==> src/sv/jtid_pkg.sv <==
// Package for the top-level JSON id scanner.
// Holds the transaction payload types, character codes and widths.
// No dependencies.
package jtid_pkg;

    localparam int DEPTH_BITS = 16;
    localparam int VALUE_BITS = 31;

    localparam logic [7:0] CHAR_I         = 8'h69;
    localparam logic [7:0] CHAR_D         = 8'h64;
    localparam logic [7:0] CHAR_COLON     = 8'h3A;
    localparam logic [7:0] CHAR_QUOTE     = 8'h22;
    localparam logic [7:0] CHAR_BACKSLASH = 8'h5C;
    localparam logic [7:0] CHAR_LBRACE    = 8'h7B;
    localparam logic [7:0] CHAR_LBRACKET  = 8'h5B;
    localparam logic [7:0] CHAR_RBRACE    = 8'h7D;
    localparam logic [7:0] CHAR_RBRACKET  = 8'h5D;
    localparam logic [7:0] CHAR_SPACE     = 8'h20;
    localparam logic [7:0] CHAR_TAB       = 8'h09;
    localparam logic [7:0] CHAR_CR        = 8'h0D;
    localparam logic [7:0] CHAR_ZERO      = 8'h30;
    localparam logic [7:0] CHAR_NINE      = 8'h39;

    localparam logic [VALUE_BITS-1:0] VALUE_MAX = {VALUE_BITS{1'b1}};

    typedef struct packed {
        logic [7:0] data_byte;
        logic       last_byte;
    } jtid_in_t;

    typedef struct packed {
        logic                  found;
        logic [VALUE_BITS-1:0] command_value;
    } jtid_out_t;

    typedef struct packed {
        logic      valid;
        jtid_out_t data;
    } jtid_result_t;

endpackage

==> src/sv/json_top_level_id_scanner.sv <==
// Top-level JSON id scanner: one message byte per transaction in, one result per message out.
// The result is registered: it appears on m_valid in the cycle after the last-byte transaction.
// Throughput: one byte per cycle; only a last byte stalls, while an older result is still held.
// Reset: aresetn is synchronous and active low; it clears all scanner state and the result valid flag.
// Depends on jtid_pkg and jtid_core.
module json_top_level_id_scanner (
    input  logic                aclk,
    input  logic                aresetn,
    input  logic                s_valid,
    output logic                s_ready,
    input  jtid_pkg::jtid_in_t  s_payload,
    output logic                m_valid,
    input  logic                m_ready,
    output jtid_pkg::jtid_out_t m_payload
);

    // A transaction is taken whenever valid and ready meet on the input side.
    logic                   s_fire;
    jtid_pkg::jtid_result_t core_result;

    logic                   m_valid_reg;
    jtid_pkg::jtid_out_t    m_payload_reg;

    // Bytes that are not the last one never produce a result, so they are taken
    // even while a result waits in the output register. Only a last byte has to
    // wait until the output register is free or being drained in this cycle.
    assign s_ready = !m_valid_reg || m_ready || !s_payload.last_byte;
    assign s_fire  = s_valid && s_ready;

    jtid_core u_core (
        .aclk    (aclk),
        .aresetn (aresetn),
        .accept  (s_fire),
        .in_data (s_payload),
        .result  (core_result)
    );

    // The output register holds one result transaction until it is taken.
    always_ff @(posedge aclk) begin
        if (!aresetn) begin
            m_valid_reg <= 1'b0;
        end else if (core_result.valid) begin
            m_valid_reg <= 1'b1;
        end else if (m_ready) begin
            m_valid_reg <= 1'b0;
        end
    end

    always_ff @(posedge aclk) begin
        if (core_result.valid) begin
            m_payload_reg <= core_result.data;
        end
    end

    assign m_valid   = m_valid_reg;
    assign m_payload = m_payload_reg;

    // A pending result is never overwritten by a new message end.
    assert property (@(posedge aclk) disable iff (!aresetn)
        (s_fire && s_payload.last_byte) |-> (!m_valid_reg || m_ready))
        else $error("result overwritten before it was taken");

    // A new result only follows a last-byte transaction.
    assert property (@(posedge aclk) disable iff (!aresetn)
        (m_valid_reg && !$past(m_valid_reg)) |-> $past(s_fire && s_payload.last_byte))
        else $error("result without a last-byte transaction");

    // A miss always carries a zero value.
    assert property (@(posedge aclk) disable iff (!aresetn)
        (m_valid_reg && !m_payload_reg.found) |-> (m_payload_reg.command_value == '0))
        else $error("nonzero value on a miss");

endmodule

==> src/sv/jtid_core.sv <==
// Scanner state and per-byte next-state logic for the JSON id scanner.
// Depends on jtid_pkg for payload types and character codes.
module jtid_core (
    input  logic                  aclk,
    input  logic                  aresetn,
    input  logic                  accept,
    input  jtid_pkg::jtid_in_t    in_data,
    output jtid_pkg::jtid_result_t result
);

    typedef enum logic [2:0] {
        PH_SCAN   = 3'd0,
        PH_WS1    = 3'd1,
        PH_WS2    = 3'd2,
        PH_DIGITS = 3'd3,
        PH_FOUND  = 3'd4,
        PH_MISS   = 3'd5
    } phase_t;

    phase_t                              phase_reg, phase_next;
    logic                                in_str_reg, in_str_next;
    logic                                esc_reg, esc_next;
    logic [jtid_pkg::DEPTH_BITS-1:0]     depth_reg, depth_next;
    logic [1:0]                          len_reg, len_next;
    logic [1:0]                          prefix_reg, prefix_next;
    logic [jtid_pkg::VALUE_BITS-1:0]     acc_reg, acc_next;

    logic [7:0]                          c;
    logic                                is_space, is_digit;
    logic [3:0]                          digit;
    logic [jtid_pkg::VALUE_BITS+4:0]     acc_times_ten;
    logic [jtid_pkg::VALUE_BITS+4:0]     acc_sum;
    logic                                do_scan;
    logic                                count_byte;
    logic                                found_w;

    assign c        = in_data.data_byte;
    assign is_space = (c == jtid_pkg::CHAR_SPACE) ||
                      ((c >= jtid_pkg::CHAR_TAB) && (c <= jtid_pkg::CHAR_CR));
    assign is_digit = (c >= jtid_pkg::CHAR_ZERO) && (c <= jtid_pkg::CHAR_NINE);
    assign digit    = 4'(c - jtid_pkg::CHAR_ZERO);

    // Multiply by ten as (8x + 2x), then add the new digit.
    assign acc_times_ten = {2'b00, acc_reg, 3'b000} + {4'b0000, acc_reg, 1'b0};
    assign acc_sum       = acc_times_ten + {{(jtid_pkg::VALUE_BITS+1){1'b0}}, digit};

    always_comb begin
        phase_next  = phase_reg;
        in_str_next = in_str_reg;
        esc_next    = esc_reg;
        depth_next  = depth_reg;
        len_next    = len_reg;
        prefix_next = prefix_reg;
        acc_next    = acc_reg;
        do_scan     = 1'b0;
        count_byte  = 1'b0;

        case (phase_reg)
            PH_WS1: begin
                if (is_space) begin
                    phase_next = PH_WS1;
                end else if (c == jtid_pkg::CHAR_COLON) begin
                    phase_next = PH_WS2;
                end else begin
                    phase_next = PH_SCAN;
                    do_scan    = 1'b1;
                end
            end
            PH_WS2: begin
                if (is_space) begin
                    phase_next = PH_WS2;
                end else if (is_digit) begin
                    phase_next = PH_DIGITS;
                    acc_next   = {{(jtid_pkg::VALUE_BITS-4){1'b0}}, digit};
                end else begin
                    phase_next = PH_SCAN;
                    do_scan    = 1'b1;
                end
            end
            PH_DIGITS: begin
                if (is_digit) begin
                    if (acc_sum > {5'b00000, jtid_pkg::VALUE_MAX}) begin
                        phase_next = PH_MISS;
                        acc_next   = '0;
                    end else begin
                        acc_next = acc_sum[jtid_pkg::VALUE_BITS-1:0];
                    end
                end else begin
                    phase_next = PH_FOUND;
                end
            end
            PH_FOUND, PH_MISS: begin
                phase_next = phase_reg;
            end
            default: begin
                phase_next = PH_SCAN;
                do_scan    = 1'b1;
            end
        endcase

        if (do_scan) begin
            if (in_str_reg) begin
                if (esc_reg) begin
                    esc_next   = 1'b0;
                    count_byte = 1'b1;
                end else if (c == jtid_pkg::CHAR_BACKSLASH) begin
                    esc_next   = 1'b1;
                    count_byte = 1'b1;
                end else if (c == jtid_pkg::CHAR_QUOTE) begin
                    in_str_next = 1'b0;
                    if ((depth_reg == jtid_pkg::DEPTH_BITS'(1)) && (len_reg == 2'd2) &&
                        (prefix_reg == 2'b11)) begin
                        phase_next = PH_WS1;
                    end
                end else begin
                    count_byte = 1'b1;
                end
            end else if (c == jtid_pkg::CHAR_QUOTE) begin
                in_str_next = 1'b1;
                len_next    = '0;
                prefix_next = '0;
            end else if ((c == jtid_pkg::CHAR_LBRACE) || (c == jtid_pkg::CHAR_LBRACKET)) begin
                if (depth_reg != {jtid_pkg::DEPTH_BITS{1'b1}}) begin
                    depth_next = depth_reg + 1'b1;
                end
            end else if (((c == jtid_pkg::CHAR_RBRACE) || (c == jtid_pkg::CHAR_RBRACKET)) &&
                         (depth_reg != '0)) begin
                depth_next = depth_reg - 1'b1;
            end
        end

        if (count_byte) begin
            if ((len_reg == 2'd0) && (c == jtid_pkg::CHAR_I)) begin
                prefix_next[0] = 1'b1;
            end
            if ((len_reg == 2'd1) && (c == jtid_pkg::CHAR_D)) begin
                prefix_next[1] = 1'b1;
            end
            if (len_reg != 2'd3) begin
                len_next = len_reg + 1'b1;
            end
        end
    end

    assign found_w = (phase_next == PH_DIGITS) || (phase_next == PH_FOUND);

    always_comb begin
        result.valid              = accept && in_data.last_byte;
        result.data.found         = found_w;
        result.data.command_value = found_w ? acc_next : '0;
    end

    always_ff @(posedge aclk) begin
        if (!aresetn) begin
            phase_reg  <= PH_SCAN;
            in_str_reg <= 1'b0;
            esc_reg    <= 1'b0;
            depth_reg  <= '0;
            len_reg    <= '0;
            prefix_reg <= '0;
            acc_reg    <= '0;
        end else if (accept) begin
            if (in_data.last_byte) begin
                phase_reg  <= PH_SCAN;
                in_str_reg <= 1'b0;
                esc_reg    <= 1'b0;
                depth_reg  <= '0;
                len_reg    <= '0;
                prefix_reg <= '0;
                acc_reg    <= '0;
            end else begin
                phase_reg  <= phase_next;
                in_str_reg <= in_str_next;
                esc_reg    <= esc_next;
                depth_reg  <= depth_next;
                len_reg    <= len_next;
                prefix_reg <= prefix_next;
                acc_reg    <= acc_next;
            end
        end
    end

endmodule
==> config.mk <==
export PLATFORM = sky130hd
export DESIGN_NAME = json_top_level_id_scanner
export DESIGN_NICKNAME = d
export VERILOG_FILES = /design/src/sv/jtid_pkg.sv /design/src/sv/json_top_level_id_scanner.sv /design/src/sv/jtid_core.sv
export SDC_FILE = /design/constraint.sdc
export NUM_CORES = 1
export LEC_CHECK = 0
export ABC_AREA = 1
export BUFFER_PORTS_ARGS = -buffer_cell sky130_fd_sc_hd__buf_2
export CORE_ASPECT_RATIO = 1.1
export CORE_MARGIN = 1
export CORE_UTILIZATION = 41
export CTS_CLUSTER_SIZE = 14
export DETAILED_ROUTE_END_ITERATION = 6
export PLACE_DENSITY_LB_ADDON = 0.3
export SLEW_MARGIN = 25
export SYNTH_ARGS = -nofsm -noshare
export SYNTH_HDL_FRONTEND = slang
export SYNTH_SLANG_ARGS = --single-unit
==> constraint.sdc <==
create_clock -name aclk -period 5.8 [get_ports aclk]
set_clock_uncertainty 0.2 [all_clocks]
set_input_delay 1.45 -clock aclk [delete_from_list [all_inputs] [get_ports aclk]]
set_output_delay 1.45 -clock aclk [all_outputs]
set_load 0.02 [all_outputs]
Yosys cells after proc, flatten, opt, wreduce, memory -nomap -nowiden:

Cells that the tools add are included.

* register bits after elaboration: 89
* bits of input ports: 13
* logic and storage cells: 136

* $add $sub $neg: 6
* $lt $le $gt $ge: 5
* equal/unequal tests: 26
* mux-type cells: 61
* reductions and logical operators: 28

Operators with widths (count)
* $mux W31: 5
* $mux W16: 7
* $pmux W31 S2: 1
* $eq A8 B7 Y1 const B: 7
* $add A36 B4 Y36: 1
* $gt A36 B31 Y1 const B: 1
* $add A34 B32 Y35: 1
* $mux W3: 11
* $mux W2: 13
* $eq A8 B6 Y1 const B: 3
* $mux W1: 22
* $add A16 B1 Y16 const B: 1
* $eq A16 B1 Y1 const B: 1
* $ne A16 B16 Y1 const B: 1
* $reduce_bool A16 Y1: 1
* $sub A16 B1 Y16 const B: 1
* $pmux W3 S4: 1
* $eq A3 B2 Y1 const B: 3
* $eq A3 B3 Y1 const B: 3
* $logic_and A1 B1 Y1: 9
* $ge A8 B4 Y1 const B: 1
* $ge A8 B6 Y1 const B: 1
* $le A8 B4 Y1 const B: 1
* $le A8 B6 Y1 const B: 1
* 18 further kinds: 29

Depth between registers and ports, before layout:

* word-level depth: 14
* depth in mapped cells: 27

Modules after synthesis:

From an unflattened synthesis, not the netlist that was laid out.

* cells, all modules: 1266
* area total of the unflattened synthesis: 8207.9 µm²

By module, submodules not included
* jtid_core: times used 1, cells an instance 1225, area an instance 7185.6 µm², sequential area each 1121.1 µm²
* json_top_level_id_scanner: times used 1, cells an instance 41, area an instance 1022.2 µm², sequential area each 980.9 µm²

Worst setup path before layout:

OpenSTA, ideal clock, no wires.

* path kind: input -> register
* start point: input s_payload[4] (netlist name)
* end point: register m_payload_reg (netlist bit m_payload[21]), data pin
* setup time: 0.251 ns
* arrival time: 3.786 ns
* setup slack: 1.563 ns
* cell stages on the path: 21
* cell sequence: ha_1 -> nand3_1 -> nand3_1 -> nand2_1 -> nor2_1 -> nand3_2 -> nor2_2 -> nand2_1 -> nor2_4 -> nand3_4 -> nor2_2 -> nand2_1 -> nand2_1 -> nand3_1 -> nor2_2 -> nand2_1 -> nor2_4 -> o21ai_2 -> o21ai_4 -> buf_6 -> nor2_1

* cells in the longest elaborated chain, start to end: 14

Ends and longest elaborated chain
* start: declaration: RTL line json_top_level_id_scanner.sv:11 `input jtid_pkg::jtid_in_t s_payload,`
* $sub A4 B1 Y4: RTL line jtid_core.sv:41 `assign digit = 4'(c - jtid_pkg::CHAR_ZERO);`
* $add A36 B4 Y36: RTL line jtid_core.sv:45 `assign acc_sum = acc_times_ten + {{(jtid_pkg::VALUE_BITS+1){1'b0}}, digit};`
* $gt A36 B31 Y1: RTL line jtid_core.sv:82 `if (acc_sum > {5'b00000, jtid_pkg::VALUE_MAX}) begin`
* $mux W3: RTL line jtid_core.sv:82
* $mux W3: RTL line jtid_core.sv:81 `if (is_digit) begin`
* $pmux W3 S4: RTL line jtid_core.sv:58 `case (phase_reg)`
* $mux W3: RTL line jtid_core.sv:111 `if ((depth_reg == jtid_pkg::DEPTH_BITS'(1)) && (len_reg == 2'd2) &&`
* $mux W3: RTL line jtid_core.sv:109 `end else if (c == jtid_pkg::CHAR_QUOTE) begin`
* $mux W3: RTL line jtid_core.sv:106 `end else if (c == jtid_pkg::CHAR_BACKSLASH) begin`
* $mux W3: RTL line jtid_core.sv:103 `if (esc_reg) begin`
* $mux W3: RTL line jtid_core.sv:102 `if (in_str_reg) begin`
* $mux W3: RTL line jtid_core.sv:101 `if (do_scan) begin`
* $eq A3 B2 Y1 / $eq A3 B3 Y1 (equally long branches): RTL line jtid_core.sv:145 `assign found_w = (phase_next == PH_DIGITS) || (phase_next == PH_FOUND);`
* $logic_or A1 B1 Y1: RTL line jtid_core.sv:145
* end signal: assignment: RTL line json_top_level_id_scanner.sv:51 `m_payload_reg <= core_result.data;`
* end: declaration: RTL line json_top_level_id_scanner.sv:22 `jtid_pkg::jtid_out_t m_payload_reg;`

Parallel ways exist; a longest one is shown, timed or not.
A chain may end at the register's enable or synchronous reset.

Final worst setup path:

* start point: input s_payload[2] (netlist name)
* end point: register m_payload_reg (netlist bit m_payload[21]), data pin

The elaborated chain is that of the path after synthesis.

==> flow_metrics.env <==
export IMPL_status="completed"
export IMPL_dieWidth_um=144
export IMPL_path_cells="buf_2 > ha_1 > fa_1 > nand2_1 > nand2_1 > nand2_1 > nor2_1 > nand3_2 > nor2_1 > nand2_1 > nor2_2 > nand4_2 > nor2_4 > nand3_2 > a21oi_4 > buf_4 > nand4_1 > nand3_1 > o21ai_4 > buf_12 > nor2_1"
export IMPL_cp_max_fo=28
export IMPL_yosysWarnings=0
export IMPL_fin_crit_ns=4.76
export IMPL_gr_total_overflow=0
export IMPL_ys_top_cells_by_area="nand2_1, dfxtp_1, edfxtp_1"
export IMPL_clk_pin_slew_worst_paths_ns=0.07
export IMPL_dp_hpwl_um=19900
export IMPL_powerDensity_mw_per_mm2=149
export IMPL_post_cts_setup_buffers=0
export IMPL_synth_largest_area_cell="nand2_1"
export IMPL_final_nets=1619
export IMPL_tightest_slew_ns=0.657
export IMPL_ctsHtreeMaxLevel=3
export IMPL_seq_area_frac_synth_pct=23.0
export IMPL_crit_arrival_ns=4.78
export IMPL_cts_resized_gates=0
export IMPL_cp_common_cell="nand2_1"
export IMPL_postSynthAreaPerCell_um2=5.92
export IMPL_postCtsHoldBufs=0
export IMPL_largest_reg_flops=32
export IMPL_crit_required_ns=5.82
export IMPL_ios=47
export IMPL_final_layout_size_suffix_gt1_share_pct=11.3
export IMPL_ys_ff_latch=89
export IMPL_clock_fmax_mhz=210
export IMPL_antenna_found_initial=0
export IMPL_slowest_delay_ns=0.38
export IMPL_crit_type="in -> reg"
export IMPL_yosys_top_cells_count="nand2_1, inv_1, nand3_1"
export IMPL_area_growth_pct=8.65
export IMPL_fin_setup_tns_ns=0
export IMPL_cts_sinks=89
export IMPL_initial_utilization_pct=42.3
export IMPL_cts_tree="built"
export IMPL_drt_first_iter_violations=681
export IMPL_cap_violations=0
export IMPL_synth_edf_count=32
export IMPL_hp_class="reg -> reg"
export IMPL_fin_total_pwr_mw=1.47
export IMPL_wl_um=25900
export IMPL_ys_flop_type="dfxtp_1"
export IMPL_grt_pass1_wl_um=42400
export IMPL_finalMaxSlewViolations=0
export IMPL_grt_pass1_vias=8886
export IMPL_die_area_mm2=0.0229
export IMPL_yosysTopAreaCellShare_pct=21.9
export IMPL_port_buffers=46
export IMPL_insertion_delay_ns=0.36
export IMPL_p_leak_nw=4.66
export IMPL_route_detailed_drc=0
export IMPL_cp_num_buf_inv=3
export IMPL_clockRootBuffer="clkbuf_16"
export IMPL_numCtsBuffers=9
export IMPL_max_vdd_ir_drop_mv=0.190
export IMPL_rsz0062_at_grt="no"
export IMPL_end_kind="flop"
export IMPL_start_kind="input pin"
export IMPL_slew_headroom_pct=56.2
export IMPL_detail_route_first_pass_iterations=5
export IMPL_vias_per_cell=5.13
export IMPL_yosysUniqueCellTypes=50
export IMPL_finalSetupViolations=0
export IMPL_hold_viol=0
export IMPL_grt_total_usage_pct=23.6
export IMPL_fp_dieH_um=158
export IMPL_wl_per_cell_um=13.9
export IMPL_rows=56
export IMPL_n_antenna_cell=0
export IMPL_netlist_area_mm2=0.00912
export IMPL_drtAntennaViolNets=0
export IMPL_crit_family="simple AND/OR/NAND/NOR gates"
export IMPL_clockBufferDepth=2
export IMPL_fin_crit_sh_pct=82.0
export IMPL_core_mm2=0.0216
export IMPL_globalplace_congestion=0.954
export IMPL_slowest_stage="buf_4"
export IMPL_dr_total_vias=9543
export IMPL_grt_max_degree=64
export IMPL_netlist_instances=1540
export IMPL_synthArstFlopShare_pct=0
export IMPL_synth_most_common_cell="nand2_1"
export IMPL_synth_fp_nets=1595
==> area by class of cell <==
cell class / instances / area, µm²
flip-flops and latches: 89 / 2100
fillers: 2371 / 11700
well taps: 290 / 363
multi-input cells: 1160 / 5860
clock buffers: 9 / 225
repair buffers: 59 / 340
inverters: 245 / 920
clock inverters: 7 / 101
==> path summary, 6_finish.rpt <==
| check | startpoint | endpoint | slack, ns | depth (start not counted) |
|---|---|---|---|---|
| max | s_payload[2] | m_payload[21]$_SDFFCE_PN0P_ | 1.04 | 21 |
| max reg2reg | u_core.acc_reg[2]$_SDFFE_PN0P_ | m_payload[21]$_SDFFCE_PN0P_ | 1.40 | 23 |
| min | u_core.phase_reg[1]$_SDFFE_PN0P_ | u_core.phase_reg[1]$_SDFFE_PN0P_ | 0.27 | 2 |
| min reg2reg | u_core.phase_reg[1]$_SDFFE_PN0P_ | u_core.phase_reg[1]$_SDFFE_PN0P_ | 0.27 | 2 |
==> kinds of logic (layout without fill, tap and decap cells) <==
family	Yosys count	after routing	synth area share, %
and+or+nand+nor	941	941	45.9
buffers and inverters	291	320	13.0
AOI/OAI and AO/OA	151	151	9.63
DFF	89	89	23.0
adders and majority gates	42	42	5.93
xor gates and xnor gates	25	25	2.40
muxes	1	1	0.110
==> stage by stage <==
step           cells  cell area (µm²)  hold slack (ns)  util (%)  worst slack [ns]
3_5_place_dp    1843             9590            0.259      44.4             0.692
2_1_floorplan   1540             9120            0.244         -              1.56
3_3_place_gp    1843             9590            0.257      44.4             0.761
5_1_grt         1859             9910            0.290      45.9             0.721
4_1_cts         1859             9910            0.269      45.9              1.07
6_report        1859             9910            0.270      45.9              1.04
==> routing by layer <==
layer	vias to the layer above	part of all wire, %	track usage (%)
met4	0	1.2	5.46
met1	4378	46	30.2
li1	4942	-	-
met2	196	49	41.8
met3	27	4.0	3.31
met5	-	0	0
==> report_power, final <==
group	switching, mW	internal, mW
Clock	0.280	0.383
Combinational	0.0982	0.0422
Sequential	0.00988	0.660
==> cell usage in the layout (no fill, tap or decap), types with 17 or more instances in the layout <==
cell,instances
a21oi_1,74
a31oi_1,32
buf_2,46
dfxtp_1,57
edfxtp_1,32
ha_1,40
inv_1,229
nand2_1,532
nand2_2,23
nand3_1,139
nand3_2,29
nand4_1,17
nor2_1,133
nor2_2,17
nor3_1,22
o21ai_0,18
==> tightest hold or removal path: stages, from the launching register on <==
cell and delay [ns]:
dfxtp_1 0.31, nand2_1 0.06, a21oi_1 0.06
No activity file was read; power rests on OpenSTA's default activity.
